[config.mk]
export PLATFORM = sky130hd
export DESIGN_NAME = integer_to_radix_ascii_core
export DESIGN_NICKNAME = d
export VERILOG_FILES = /design/src/rtl/itra_pkg.sv /design/src/rtl/itra_front.sv /design/src/rtl/itra_back.sv /design/src/rtl/integer_to_radix_ascii_core.sv
export VERILOG_INCLUDE_DIRS = /design/src /design/src/rtl
export SDC_FILE = /design/constraint.sdc
export NUM_CORES = 1
export LEC_CHECK = 0
export BUFFER_PORTS_ARGS = -buffer_cell sky130_fd_sc_hd__buf_2
export CAP_MARGIN = 10
export CORE_UTILIZATION = 45
export CTS_BUF_LIST = sky130_fd_sc_hd__clkbuf_16
export DETAILED_ROUTE_END_ITERATION = 16
export MAX_ROUTING_LAYER = met4
export SLEW_MARGIN = 20
export SYNTH_ARGS = -nofsm -noshare
export SYNTH_HDL_FRONTEND = slang
export SYNTH_SLANG_ARGS = --single-unit
[constraint.sdc]
create_clock -name clock -period 33.2 [get_ports clock]
set_clock_uncertainty 0.05 [all_clocks]
set_input_delay 1.66 -clock clock [delete_from_list [all_inputs] [get_ports clock]]
set_output_delay 1.66 -clock clock [all_outputs]
set_load 0.03 [all_outputs]
[src/rtl/integer_to_radix_ascii_core_macros.svh]
// Assertion macros for the integer-to-ASCII core.
// Expects signals named clock and reset in the module that uses them.
`ifndef INTEGER_TO_RADIX_ASCII_CORE_MACROS_SVH
`define INTEGER_TO_RADIX_ASCII_CORE_MACROS_SVH

// Check a property on every clock edge outside reset.
`define ITRA_ASSERT(lbl, prop, msg) \
   lbl: assert property (@(posedge clock) disable iff (reset) (prop)) else $error(msg);

// Check a property on every clock edge, reset included.
`define ITRA_ASSERT_ALWAYS(lbl, prop, msg) \
   lbl: assert property (@(posedge clock) (prop)) else $error(msg);

`endif

[src/rtl/itra_pkg.sv]
// Shared types, constants and helpers for the integer-to-ASCII core.
// No dependencies; used by the front, back and top-level modules.
`default_nettype none

package itra_pkg;

   // Conversion width and field widths
   localparam int ITRA_VALUE_WIDTH = 32;
   localparam int ITRA_RADIX_W     = 6;
   localparam int ITRA_CHAR_W      = 8;
   localparam int ITRA_DIGIT_W     = 6;

   // Long division: bits retired per cycle and division steps per digit
   localparam int ITRA_STEP_BITS  = 8;
   localparam int ITRA_DIV_STEPS  = (ITRA_VALUE_WIDTH + ITRA_STEP_BITS - 1) / ITRA_STEP_BITS;
   localparam int ITRA_WORK_W     = ITRA_DIV_STEPS * ITRA_STEP_BITS;
   localparam int ITRA_STEP_CNT_W = (ITRA_DIV_STEPS > 1) ? $clog2(ITRA_DIV_STEPS) : 1;

   // Digit stack: radix 2 gives one digit per magnitude bit
   localparam int ITRA_STACK_DEPTH = ITRA_VALUE_WIDTH;
   localparam int ITRA_IDX_W       = $clog2(ITRA_STACK_DEPTH);
   localparam int ITRA_CNT_W       = $clog2(ITRA_STACK_DEPTH + 1);

   // Queue between front and back
   localparam int ITRA_QUEUE_DEPTH = 2;
   localparam int ITRA_QPTR_W      = $clog2(ITRA_QUEUE_DEPTH);
   localparam int ITRA_QCNT_W      = $clog2(ITRA_QUEUE_DEPTH + 1);

   // Radix limits and character codes
   localparam logic [ITRA_RADIX_W-1:0] RADIX_MIN  = 6'd2;
   localparam logic [ITRA_RADIX_W-1:0] RADIX_MAX  = 6'd36;
   localparam logic [ITRA_DIGIT_W-1:0] DEC_BASE   = 6'd10;
   localparam logic [ITRA_CHAR_W-1:0]  CHAR_ZERO  = 8'h30;
   localparam logic [ITRA_CHAR_W-1:0]  CHAR_A     = 8'h41;
   localparam logic [ITRA_CHAR_W-1:0]  CHAR_MINUS = 8'h2D;

   // One classified number waiting for conversion
   typedef struct packed {
      logic [ITRA_VALUE_WIDTH-1:0] mag;
      logic [ITRA_RADIX_W-1:0]     radix;
      logic                        negative;
   } itra_item_type;

   // Head of the queue as seen by the back end
   typedef struct packed {
      logic          valid;
      itra_item_type item;
   } itra_qhead_type;

   typedef enum logic [1:0] {
      ST_IDLE,
      ST_DIVIDE,
      ST_SIGN,
      ST_EMIT
   } itra_state_type;

   // Map a digit value to its ASCII code
   function automatic logic [ITRA_CHAR_W-1:0] digit_char(input logic [ITRA_DIGIT_W-1:0] d);
      logic [ITRA_CHAR_W-1:0] dc;
      dc = ITRA_CHAR_W'(d);
      if (d < DEC_BASE) begin
         return CHAR_ZERO + dc;
      end
      return CHAR_A + dc - ITRA_CHAR_W'(DEC_BASE);
   endfunction

endpackage

`default_nettype wire

[src/rtl/itra_front.sv]
// Front end: accepts numbers, clamps the radix, splits sign and magnitude,
// and holds them in a short queue for the back end. Uses itra_pkg.
`default_nettype none

module itra_front (
   input  wire logic                                    clock,
   input  wire logic                                    reset,
   input  wire logic                                    req_push,
   output logic                                         req_full,
   input  wire logic signed [itra_pkg::ITRA_VALUE_WIDTH-1:0] req_value,
   input  wire logic [itra_pkg::ITRA_RADIX_W-1:0]       req_radix,
   output itra_pkg::itra_qhead_type                     q_head,
   input  wire logic                                    q_pop
);
   import itra_pkg::*;

   itra_item_type                item_cls;
   itra_item_type                queue_ff [ITRA_QUEUE_DEPTH];
   logic [ITRA_QPTR_W-1:0]       wr_ptr_ff, wr_ptr_in;
   logic [ITRA_QPTR_W-1:0]       rd_ptr_ff, rd_ptr_in;
   logic [ITRA_QCNT_W-1:0]       count_ff, count_in;
   logic                         do_push;
   logic                         do_pop;
   logic [ITRA_VALUE_WIDTH-1:0]  raw;

   // Classify: sign, unsigned magnitude, clamped radix
   always_comb begin
      raw               = req_value;
      item_cls.negative = raw[ITRA_VALUE_WIDTH-1];
      item_cls.mag      = item_cls.negative ? (~raw + 1'b1) : raw;
      if (req_radix < RADIX_MIN) begin
         item_cls.radix = RADIX_MIN;
      end else if (req_radix > RADIX_MAX) begin
         item_cls.radix = RADIX_MAX;
      end else begin
         item_cls.radix = req_radix;
      end
   end

   assign req_full = (count_ff == ITRA_QCNT_W'(ITRA_QUEUE_DEPTH));
   assign do_push  = req_push && !req_full;
   assign do_pop   = q_pop && (count_ff != '0);

   assign q_head.valid = (count_ff != '0);
   assign q_head.item  = queue_ff[rd_ptr_ff];

   // Advance pointers and occupancy
   always_comb begin
      wr_ptr_in = do_push ? wr_ptr_ff + 1'b1 : wr_ptr_ff;
      rd_ptr_in = do_pop  ? rd_ptr_ff + 1'b1 : rd_ptr_ff;
      count_in  = count_ff;
      if (do_push && !do_pop) begin
         count_in = count_ff + 1'b1;
      end else if (do_pop && !do_push) begin
         count_in = count_ff - 1'b1;
      end
   end

   always_ff @(posedge clock) begin
      if (reset) begin
         wr_ptr_ff <= '0;
         rd_ptr_ff <= '0;
         count_ff  <= '0;
      end else begin
         wr_ptr_ff <= wr_ptr_in;
         rd_ptr_ff <= rd_ptr_in;
         count_ff  <= count_in;
      end
   end

   // Queue storage, no reset
   always_ff @(posedge clock) begin
      if (do_push) begin
         queue_ff[wr_ptr_ff] <= item_cls;
      end
   end

endmodule

`default_nettype wire

[src/rtl/itra_back.sv]
// Back end: long division by the radix, a few bits per cycle, digits kept on a
// stack, then characters sent most significant first. Uses itra_pkg.
`default_nettype none

module itra_back (
   input  wire logic                              clock,
   input  wire logic                              reset,
   input  wire itra_pkg::itra_qhead_type          q_head,
   output logic                                   q_pop,
   output logic                                   rsp_empty,
   input  wire logic                              rsp_pop,
   output logic [itra_pkg::ITRA_CHAR_W-1:0]       rsp_character,
   output logic                                   rsp_last
);
   import itra_pkg::*;

   itra_state_type              state_ff, state_in;
   logic [ITRA_WORK_W-1:0]      work_ff, work_in;
   logic [ITRA_DIGIT_W-1:0]     rem_ff, rem_in;
   logic [ITRA_RADIX_W-1:0]     radix_ff, radix_in;
   logic                        neg_ff, neg_in;
   logic [ITRA_STEP_CNT_W-1:0]  step_ff, step_in;
   logic [ITRA_CNT_W-1:0]       cnt_ff, cnt_in;
   logic [ITRA_DIGIT_W-1:0]     stack_ff [ITRA_STACK_DEPTH];
   logic                        out_valid_ff, out_valid_in;
   logic [ITRA_CHAR_W-1:0]      out_char_ff, out_char_in;
   logic                        out_last_ff, out_last_in;

   logic                        can_load;
   logic                        last_step;
   logic [ITRA_WORK_W-1:0]      div_work;
   logic [ITRA_DIGIT_W-1:0]     div_rem;
   logic                        quot_zero;
   logic                        push_digit;
   logic [ITRA_CNT_W-1:0]       top_cnt;
   logic [ITRA_DIGIT_W-1:0]     top_digit;

   assign can_load  = !out_valid_ff || rsp_pop;
   assign last_step = (step_ff == ITRA_STEP_CNT_W'(ITRA_DIV_STEPS - 1));
   assign top_cnt   = cnt_ff - 1'b1;
   assign top_digit = stack_ff[top_cnt[ITRA_IDX_W-1:0]];

   // Retire STEP_BITS dividend bits: shift in, compare, subtract
   always_comb begin
      logic [ITRA_DIGIT_W:0] trial;
      div_work = work_ff;
      div_rem  = rem_ff;
      for (int i = 0; i < ITRA_STEP_BITS; i++) begin
         trial    = {div_rem, div_work[ITRA_WORK_W-1]};
         div_work = {div_work[ITRA_WORK_W-2:0], 1'b0};
         if (trial >= {1'b0, radix_ff}) begin
            trial       = trial - {1'b0, radix_ff};
            div_work[0] = 1'b1;
         end
         div_rem = trial[ITRA_DIGIT_W-1:0];
      end
      quot_zero = (div_work == '0);
   end

   // Next state
   always_comb begin
      state_in = state_ff;
      case (state_ff)
         ST_IDLE: begin
            if (q_head.valid) begin
               state_in = ST_DIVIDE;
            end
         end
         ST_DIVIDE: begin
            if (last_step && quot_zero) begin
               state_in = neg_ff ? ST_SIGN : ST_EMIT;
            end
         end
         ST_SIGN: begin
            if (can_load) begin
               state_in = ST_EMIT;
            end
         end
         ST_EMIT: begin
            if (can_load && cnt_ff == ITRA_CNT_W'(1)) begin
               state_in = ST_IDLE;
            end
         end
         default: begin
            state_in = ST_IDLE;
         end
      endcase
   end

   // Datapath and output register controls
   always_comb begin
      q_pop        = 1'b0;
      push_digit   = 1'b0;
      work_in      = work_ff;
      rem_in       = rem_ff;
      radix_in     = radix_ff;
      neg_in       = neg_ff;
      step_in      = step_ff;
      cnt_in       = cnt_ff;
      out_valid_in = rsp_pop ? 1'b0 : out_valid_ff;
      out_char_in  = out_char_ff;
      out_last_in  = out_last_ff;
      case (state_ff)
         ST_IDLE: begin
            if (q_head.valid) begin
               q_pop    = 1'b1;
               work_in  = ITRA_WORK_W'(q_head.item.mag);
               radix_in = q_head.item.radix;
               neg_in   = q_head.item.negative;
               rem_in   = '0;
               step_in  = '0;
               cnt_in   = '0;
            end
         end
         ST_DIVIDE: begin
            work_in = div_work;
            if (last_step) begin
               push_digit = 1'b1;
               rem_in     = '0;
               step_in    = '0;
               cnt_in     = cnt_ff + 1'b1;
            end else begin
               rem_in  = div_rem;
               step_in = step_ff + 1'b1;
            end
         end
         ST_SIGN: begin
            if (can_load) begin
               out_valid_in = 1'b1;
               out_char_in  = CHAR_MINUS;
               out_last_in  = 1'b0;
            end
         end
         ST_EMIT: begin
            if (can_load) begin
               out_valid_in = 1'b1;
               out_char_in  = digit_char(top_digit);
               out_last_in  = (cnt_ff == ITRA_CNT_W'(1));
               cnt_in       = top_cnt;
            end
         end
         default: begin
         end
      endcase
   end

   always_ff @(posedge clock) begin
      if (reset) begin
         state_ff     <= ST_IDLE;
         out_valid_ff <= 1'b0;
         step_ff      <= '0;
         cnt_ff       <= '0;
      end else begin
         state_ff     <= state_in;
         out_valid_ff <= out_valid_in;
         step_ff      <= step_in;
         cnt_ff       <= cnt_in;
      end
   end

   // Payload registers, no reset
   always_ff @(posedge clock) begin
      work_ff     <= work_in;
      rem_ff      <= rem_in;
      radix_ff    <= radix_in;
      neg_ff      <= neg_in;
      out_char_ff <= out_char_in;
      out_last_ff <= out_last_in;
   end

   // Push each finished digit, least significant first
   always_ff @(posedge clock) begin
      if (push_digit) begin
         stack_ff[cnt_ff[ITRA_IDX_W-1:0]] <= div_rem;
      end
   end

   assign rsp_empty     = !out_valid_ff;
   assign rsp_character = out_char_ff;
   assign rsp_last      = out_last_ff;

endmodule

`default_nettype wire

[src/rtl/integer_to_radix_ascii_core.sv]
// Integer to ASCII text in radix 2..36. Numbers wait in the front queue; the
// back end loads one, runs a 32-bit long division per digit, 8 bits a cycle,
// then sends the characters, and takes no new number until the last character
// of the current one is in the output register. Synchronous reset empties the
// queue and the output register; payload storage is not cleared.
`default_nettype none
`include "integer_to_radix_ascii_core_macros.svh"

module integer_to_radix_ascii_core (
   input  wire logic                                         clock,
   input  wire logic                                         reset,
   input  wire logic                                         req_push,
   output logic                                              req_full,
   input  wire logic signed [itra_pkg::ITRA_VALUE_WIDTH-1:0] req_value,
   input  wire logic [itra_pkg::ITRA_RADIX_W-1:0]            req_radix,
   output logic                                              rsp_empty,
   input  wire logic                                         rsp_pop,
   output logic [itra_pkg::ITRA_CHAR_W-1:0]                  rsp_character,
   output logic                                              rsp_last
);
   import itra_pkg::*;

   itra_qhead_type q_head;
   logic           q_pop;

   itra_front u_front (
      .clock     (clock),
      .reset     (reset),
      .req_push  (req_push),
      .req_full  (req_full),
      .req_value (req_value),
      .req_radix (req_radix),
      .q_head    (q_head),
      .q_pop     (q_pop)
   );

   itra_back u_back (
      .clock         (clock),
      .reset         (reset),
      .q_head        (q_head),
      .q_pop         (q_pop),
      .rsp_empty     (rsp_empty),
      .rsp_pop       (rsp_pop),
      .rsp_character (rsp_character),
      .rsp_last      (rsp_last)
   );

   // Output register is empty right after reset
   `ITRA_ASSERT_ALWAYS(a_empty_after_reset, reset |=> rsp_empty, "result waiting after reset")
   // Back end takes from the queue only when it holds an item
   `ITRA_ASSERT(a_pop_has_item, q_pop |-> q_head.valid, "queue popped while empty")
   // A minus sign is never the final character
   `ITRA_ASSERT(a_sign_not_last, rsp_empty || !rsp_last || rsp_character != CHAR_MINUS, "sign last")

endmodule

`default_nettype wire

Word level (Yosys, flattened, before mapping). Memories as Yosys holds them, arrays and structs flattened. A register that Yosys moved wholly into a read port is not among the register bits. Index checks and enable logic that the tools add are counted.

Add/subtract/negate cells: 19. Magnitude comparators: 11. Eq/ne operators: 12. Multiplexer cells: 62. Bitwise operators: 1. Reductions and logical operators: 24.

Operator list (number): $mux W6 (14); $mux W32 (2); $pmux W32 S2 (1); $ge A7 B6 Y1 (8); $sub A6 B6 Y6 (8); $add A32 B1 Y32 const B (1); $logic_not A32 Y1 (1); $mux W8 (4); $not A32 Y32 (1); $mux W1 (27); $pmux W6 S3 (1); $mux W2 (8); $pmux W8 S2 (1); $pmux W6 S2 (1); $ne A2 B1 Y1 const B (5); $add A7 B6 Y8 const A (1); $eq A2 B2 Y1 const B (4); $pmux W2 S4 (1); $reduce_and A4 Y1 (2); $reduce_bool A2 Y1 (4); $sub A8 B4 Y8 const B (1); $add A6 B6 Y7 const A (1); $add A6 B1 Y6 const B (1); $eq A6 B1 Y1 const B (1); other kinds (19) (30).

Bits in registers: 69. Bits in writable memories: 270. Input bits: 42. Output and inout port bits: 11. Logic and storage cells: 144. Memories kept: 2.

Memory list: u_back.stack_ff (depth 32, width 6, rd ports 1, clocked after memory_dff 0, wr ports 1, RTL line itra_back.sv:24) `logic [ITRA_DIGIT_W-1:0] stack_ff [ITRA_STACK_DEPTH];`; u_front.queue_ff (depth 2, width 39, rd ports 1, clocked after memory_dff 1, wr ports 1, RTL line itra_front.sv:18) `itra_item_type queue_ff [ITRA_QUEUE_DEPTH];`.

Logic depth before layout (Yosys ltp).
Word-level depth: 20. Gate-level depth with buffers: 77. Depth with buffers taken out: 74.

By module. Synthesis repeated with hierarchy kept, for this count alone.

Cell total of the unflattened synthesis: 1203. Area, all modules: 17095.1 µm².

Modules (own cells, without submodules): itra_back (times used 1, cells each 949, area an instance 13317.8 µm², seq. area each 7577.3 µm²); itra_front (times used 1, cells each 254, area an instance 3777.4 µm², seq. area each 2442.3 µm²).

Worst setup path before layout. Ideal clock, no wire load.

Path type: register to register. From: register u_back.radix_ff[1]. To: memory u_back.stack_ff[0][3], data pin. Library setup time: 0.385 ns. Arrival time: 15.963 ns. Slack: 16.802 ns. Cell stages (with the launch flop): 73. Path buffers: 4. Period minus slack after synthesis: 16.398 ns. Cells stage by stage: edfxtp_1 -> inv_1 -> ha_1 -> a21oi_1 -> o211ai_1 -> mux2i_1 -> ha_1 -> a21o_1 -> a21o_1 -> or3_1 -> buf_2 -> nor2_2 -> nor2_1 -> a21o_1 -> ha_1 -> nor2b_1 -> o31a_2 -> o22ai_1 -> (+37 left out) -> a21oi_1 -> o21ai_0 -> and2_1 -> nor3_1 -> o21ai_0 -> a311o_1 -> buf_6 -> mux2i_1 -> ha_1 -> a21o_1 -> a21o_1 -> a21o_1 -> a21o_2 -> a211oi_1 -> a21bo_1 -> or2_1 -> buf_6 -> mux2i_1.

Word-level cells in the longest chain between the ends: 16.

Ends and longest elaborated chain: from (decl) (RTL line itra_back.sv:20) `logic [ITRA_RADIX_W-1:0] radix_ff, radix_in;`; from (signal assigned) (RTL line itra_back.sv:165) `radix_ff <= radix_in;`; $sub A6 B6 Y6 / $ge A7 B6 Y1 (equally long branches) (RTL line itra_back.sv:52, itra_back.sv:51); $mux W6 (RTL line itra_back.sv:51) `if (trial >= {1'b0, radix_ff}) begin`; $sub A6 B6 Y6 / $ge A7 B6 Y1 (equally long branches) (RTL line itra_back.sv:52, itra_back.sv:51); $mux W6 (RTL line itra_back.sv:51); $sub A6 B6 Y6 / $ge A7 B6 Y1 (equally long branches) (RTL line itra_back.sv:52, itra_back.sv:51); $mux W6 (RTL line itra_back.sv:51); $sub A6 B6 Y6 / $ge A7 B6 Y1 (equally long branches) (RTL line itra_back.sv:52, itra_back.sv:51); $mux W6 (RTL line itra_back.sv:51); $sub A6 B6 Y6 / $ge A7 B6 Y1 (equally long branches) (RTL line itra_back.sv:52, itra_back.sv:51); $mux W6 (RTL line itra_back.sv:51); $ge A7 B6 Y1 / $sub A6 B6 Y6 (equally long branches) (RTL line itra_back.sv:51, itra_back.sv:52); $mux W6 (RTL line itra_back.sv:51); $sub A6 B6 Y6 / $ge A7 B6 Y1 (equally long branches) (RTL line itra_back.sv:52, itra_back.sv:51); $mux W6 (RTL line itra_back.sv:51); $sub A6 B6 Y6 / $ge A7 B6 Y1 (equally long branches) (RTL line itra_back.sv:52, itra_back.sv:51); $mux W6 * (RTL line itra_back.sv:51); named net u_back.div_rem[3] (RTL line itra_back.sv:32) `logic [ITRA_DIGIT_W-1:0] div_rem;`; to (decl) (RTL line itra_back.sv:24).

Mark *: on every way through the listed nets, which the timed path passes. The rest lies on a longest branch.

Final worst setup path.
From: register u_back.radix_ff[1]. To: memory u_back.stack_ff[1][2], data pin.

Same word-level chain as after synthesis.

==> metrics.md <==
| Metric | Value |
|---|---|
| Outcome | completed |
| Crit path kind | flip-flop to flip-flop |
| RSZ-0062 raised after global routing | false |
| CTS tree | yes |
| Wire length per cell after detailed routing | around 21 um |
| Count of standard-cell rows | 70 |
| Antenna diode count | 0 |
| DIE AREA | about 0.039 mm^2 |
| Area overhead of the layout relative to synthesis | 11.8% |
| Mapped cell area | roughly 0.017 mm^2 |
| Number of top-level pins | 53 |
| Per-cell via count in the routed design | ~5.7 |
| CTS resizes | 0 |
| Sinks on Clock Net | roughly 340 |
| Via count of the routed design | 10.4k |
| Count of endpoints failing hold in the final timing report | 0 |
| Largest net degree at the start of global routing | 78 |
| Initial core utilization | a little under half |
| Critical Path Slowest Stage Cell | sky130_fd_sc_hd__o21a_1 |
| Number of antenna violations at the first check in global routing | 0 |
| Critical path's most frequent cell | sky130_fd_sc_hd__ha_1 |
| Net count of the finished layout | roughly 1.4k |
| Portion of the post-synthesis area used by sequential elements | 58.9% |
| Post-DRT Antenna Nets | 0 |
| Post-route minimum period | 18,620 ps |
| Clock Root Buffer | sky130_fd_sc_hd__clkbuf_16 |
| Wirelength, routed | between 30,000 and 40,000 um |
| Share of the clock period used by the worst path | between 50% and 60% |
| Hold-fix buffers, CTS | 0 |
| Total of max-cap violations | 0 |
| H-Tree Depth | 2 |
| Core outline area | about 0.037 mm^2 |
| Layout cell share with drive strength beyond 1 | 17.4% |
| Kind of start point of the critical path | flip-flop |
| Drt first pass iters | 5 |
| #FFs+latches synth | roughly 340 |
| Post-synthesis net count | roughly 1.3k |
| Via count of the first global-routing pass | between 10k and 15k |
| Inserted Clock Buffers | 37 |
| Clock insertion delay at the later pin of the skew report | roughly 540 ps |
| Buffer count from post-CTS setup fixing | 0 |
| Top achievable clock speed | roughly 0.054 GHz |
| Residual DRC count | 0 |
| All-Layer GR Usage | between 20% and 30% |
| Clock slew at the register clock pins of the worst setup and hold paths | 60 ps |
| Number of setup violations in the final report | 0 |
| Die boundary height | 196 um |
| Critical path endpoint category | flip-flop |
| Weighted congestion at the end of routability-driven global placement | 0.896 |
| Number of enable flip-flop cells after synthesis | approximately 320 |
| Peak fanout along the critical path | 32 |
| Main area contributors after synthesis | sky130_fd_sc_hd__edfxtp_1 (57%), sky130_fd_sc_hd__mux4_2 (7.9%), sky130_fd_sc_hd__ha_1 (4.7%) |
| Number of filler instances in the final layout | roughly 3k |
| Wire length of the first global-routing pass | ~60,000 um |
| Number of distinct standard cells referenced by the synthesized netlist | 85 |
| Post-synth top area cell | sky130_fd_sc_hd__edfxtp_1 |
| Share of synthesized registers carrying an async set or reset | 0% |
| IO Port Bufs | between 50 and 60 |
| Worst Tran Pin Value | about 1000 ps |
| Most used flip-flop cell after synthesis | sky130_fd_sc_hd__edfxtp_1 |
| Setup TNS | 0 ps |
| Worst path max stage delay | around 880 ps |
| Instance count of the mapped netlist | 1,229 |
| Total count of max-transition violations in the final report | 0 |
| Die width | just under 200 um |
| Proportion of netlist area held by the largest area contributor | between 50 and 60% |
| Data required, critical path | 33,330 ps |
| Half-perimeter wire length of the detailed placement result | roughly 27,000 um |
| Number of warnings issued by yosys | 0 |
| Path category of the worst min-delay check | flip-flop to flip-flop |
| Overall overflow remaining after global route | 0 |
| Tightest slew margin relative to the limit | a little under a third |
| Maximum clock path buffer count | 3 |
| Detailed Route Iter0 Violations | 761 |
| Worst path arrival time | ~19,000 ps |
| Avg Synthesized Cell Area | ~14 um^2 |
stage by stage:
step	cell area, um^2	hold WS (ps)	instances	util [%]	worst slack (ps)
6_report	19000	456	1817	51.6	14580
5_1_grt	19000	488	1817	51.6	13140
4_1_cts	19000	458	1817	51.6	14540
3_5_place_dp	17800	440	1750	48.4	14660
3_3_place_gp	17800	427	1750	48.4	15350
2_1_floorplan	17000	408	1229	-	16800
layout make-up:
cell class	count	area [um^2]	share of cell area (%)
Clock buffer	39	976	5.13
Sequential cell	339	10000	52.7
Multi-Input combinational cell	794	6670	35.1
Clock inverter	28	201	1.06
Tap cell	504	631	3.31
Inverter	52	195	1.03
Timing Repair Buffer	61	330	1.74
synthesized netlist by cell type (16+ instances only):
library cell,n
sky130_fd_sc_hd__edfxtp_1,323
sky130_fd_sc_hd__nand2_1,87
sky130_fd_sc_hd__o21ai_0,76
sky130_fd_sc_hd__nor2_1,74
sky130_fd_sc_hd__ha_1,64
sky130_fd_sc_hd__mux4_2,60
sky130_fd_sc_hd__inv_1,52
sky130_fd_sc_hd__mux2i_1,48
sky130_fd_sc_hd__xnor2_1,47
sky130_fd_sc_hd__a21oi_1,38
sky130_fd_sc_hd__clkbuf_1,33
sky130_fd_sc_hd__mux2_2,18
sky130_fd_sc_hd__nand3_1,18
sky130_fd_sc_hd__a21o_1,17
sky130_fd_sc_hd__dfxtp_1,16
sky130_fd_sc_hd__nor2b_1,16
sequential cells by signal, indices dropped and copies added (netlist names), 6 cells and up, named ones only:
name,count
u_back.stack_ff,192
u_back.rem_ff,6
u_back.radix_ff,6
u_back.cnt_ff,6
u_back.work_ff,32
u_back.rsp_character,7
u_front.queue_ff,78
metal layers:
metal / part of all wire [%] / up-vias / GRT usage, % / routed length [um]
li1: - / 4878 / - / -
met1: 46 / 5198 / 29.6 / 18000
met2: 45 / 276 / 31.5 / 17500
met3: 6.3 / 50 / 5.12 / 2430
met4: 2.1 / 0 / 5.87 / 831
met5: 0 / - / - / 0
path summary, 6_finish.rpt:
| kind | endpoint | slack, ps | depth (start not counted) | startpoint |
|---|---|---|---|---|
| setup / recovery | u_back.stack_ff[1][2]$_DFFE_PP_ | 14580 | 67 | u_back.radix_ff[1]$_DFFE_PP_ |
| hold / removal | flip-flop | 460 | 2 | u_front.rd_ptr_ff$_SDFFE_PP0P_ |
| setup reg to reg | u_back.stack_ff[1][2]$_DFFE_PP_ | 14580 | 67 | u_back.radix_ff[1]$_DFFE_PP_ |
| hold reg to reg | flip-flop | 460 | 2 | u_front.rd_ptr_ff$_SDFFE_PP0P_ |
cell families after synthesis:
kind of cell               Yosys count  synth area share (%)
and+or+nand+nor                    293                  8.51
muxes                              129                  12.2
xor gates and xnor gates            62                  3.19
DFF                                339                  58.9
adders and majority gates           73                  5.71
AOI/OAI and AO/OA                  236                  9.24
buffers and inverters               96                  2.24
other                                1                0.0220
layout by cell type (no fill, tap or decap), types with 37 or more instances in the layout:
master,synthesis,routed
sky130_fd_sc_hd__a21oi_1,38,37
sky130_fd_sc_hd__buf_2,2,51
sky130_fd_sc_hd__clkbuf_16,0,39
sky130_fd_sc_hd__edfxtp_1,323,323
sky130_fd_sc_hd__ha_1,64,62
sky130_fd_sc_hd__inv_1,52,62
sky130_fd_sc_hd__mux2i_1,48,47
sky130_fd_sc_hd__mux4_2,60,60
sky130_fd_sc_hd__nand2_1,87,87
sky130_fd_sc_hd__nor2_1,74,73
sky130_fd_sc_hd__o21ai_0,76,76
sky130_fd_sc_hd__xnor2_1,47,45
critical path, delay by kind of cell, from the launching register on:
family,cells,cell delay [ps]
AO/OA/AOI/OAI,35,9260
buffers and inverters,3,600
AND/OR/NAND/NOR,19,4250
multiplexers,2,820
adder cells (fa/ha/maj),8,2580
flip-flops,1,700
Power is not shown: default switching activity piles up to over one toggle a cycle in this logic, so the estimate is an artifact.
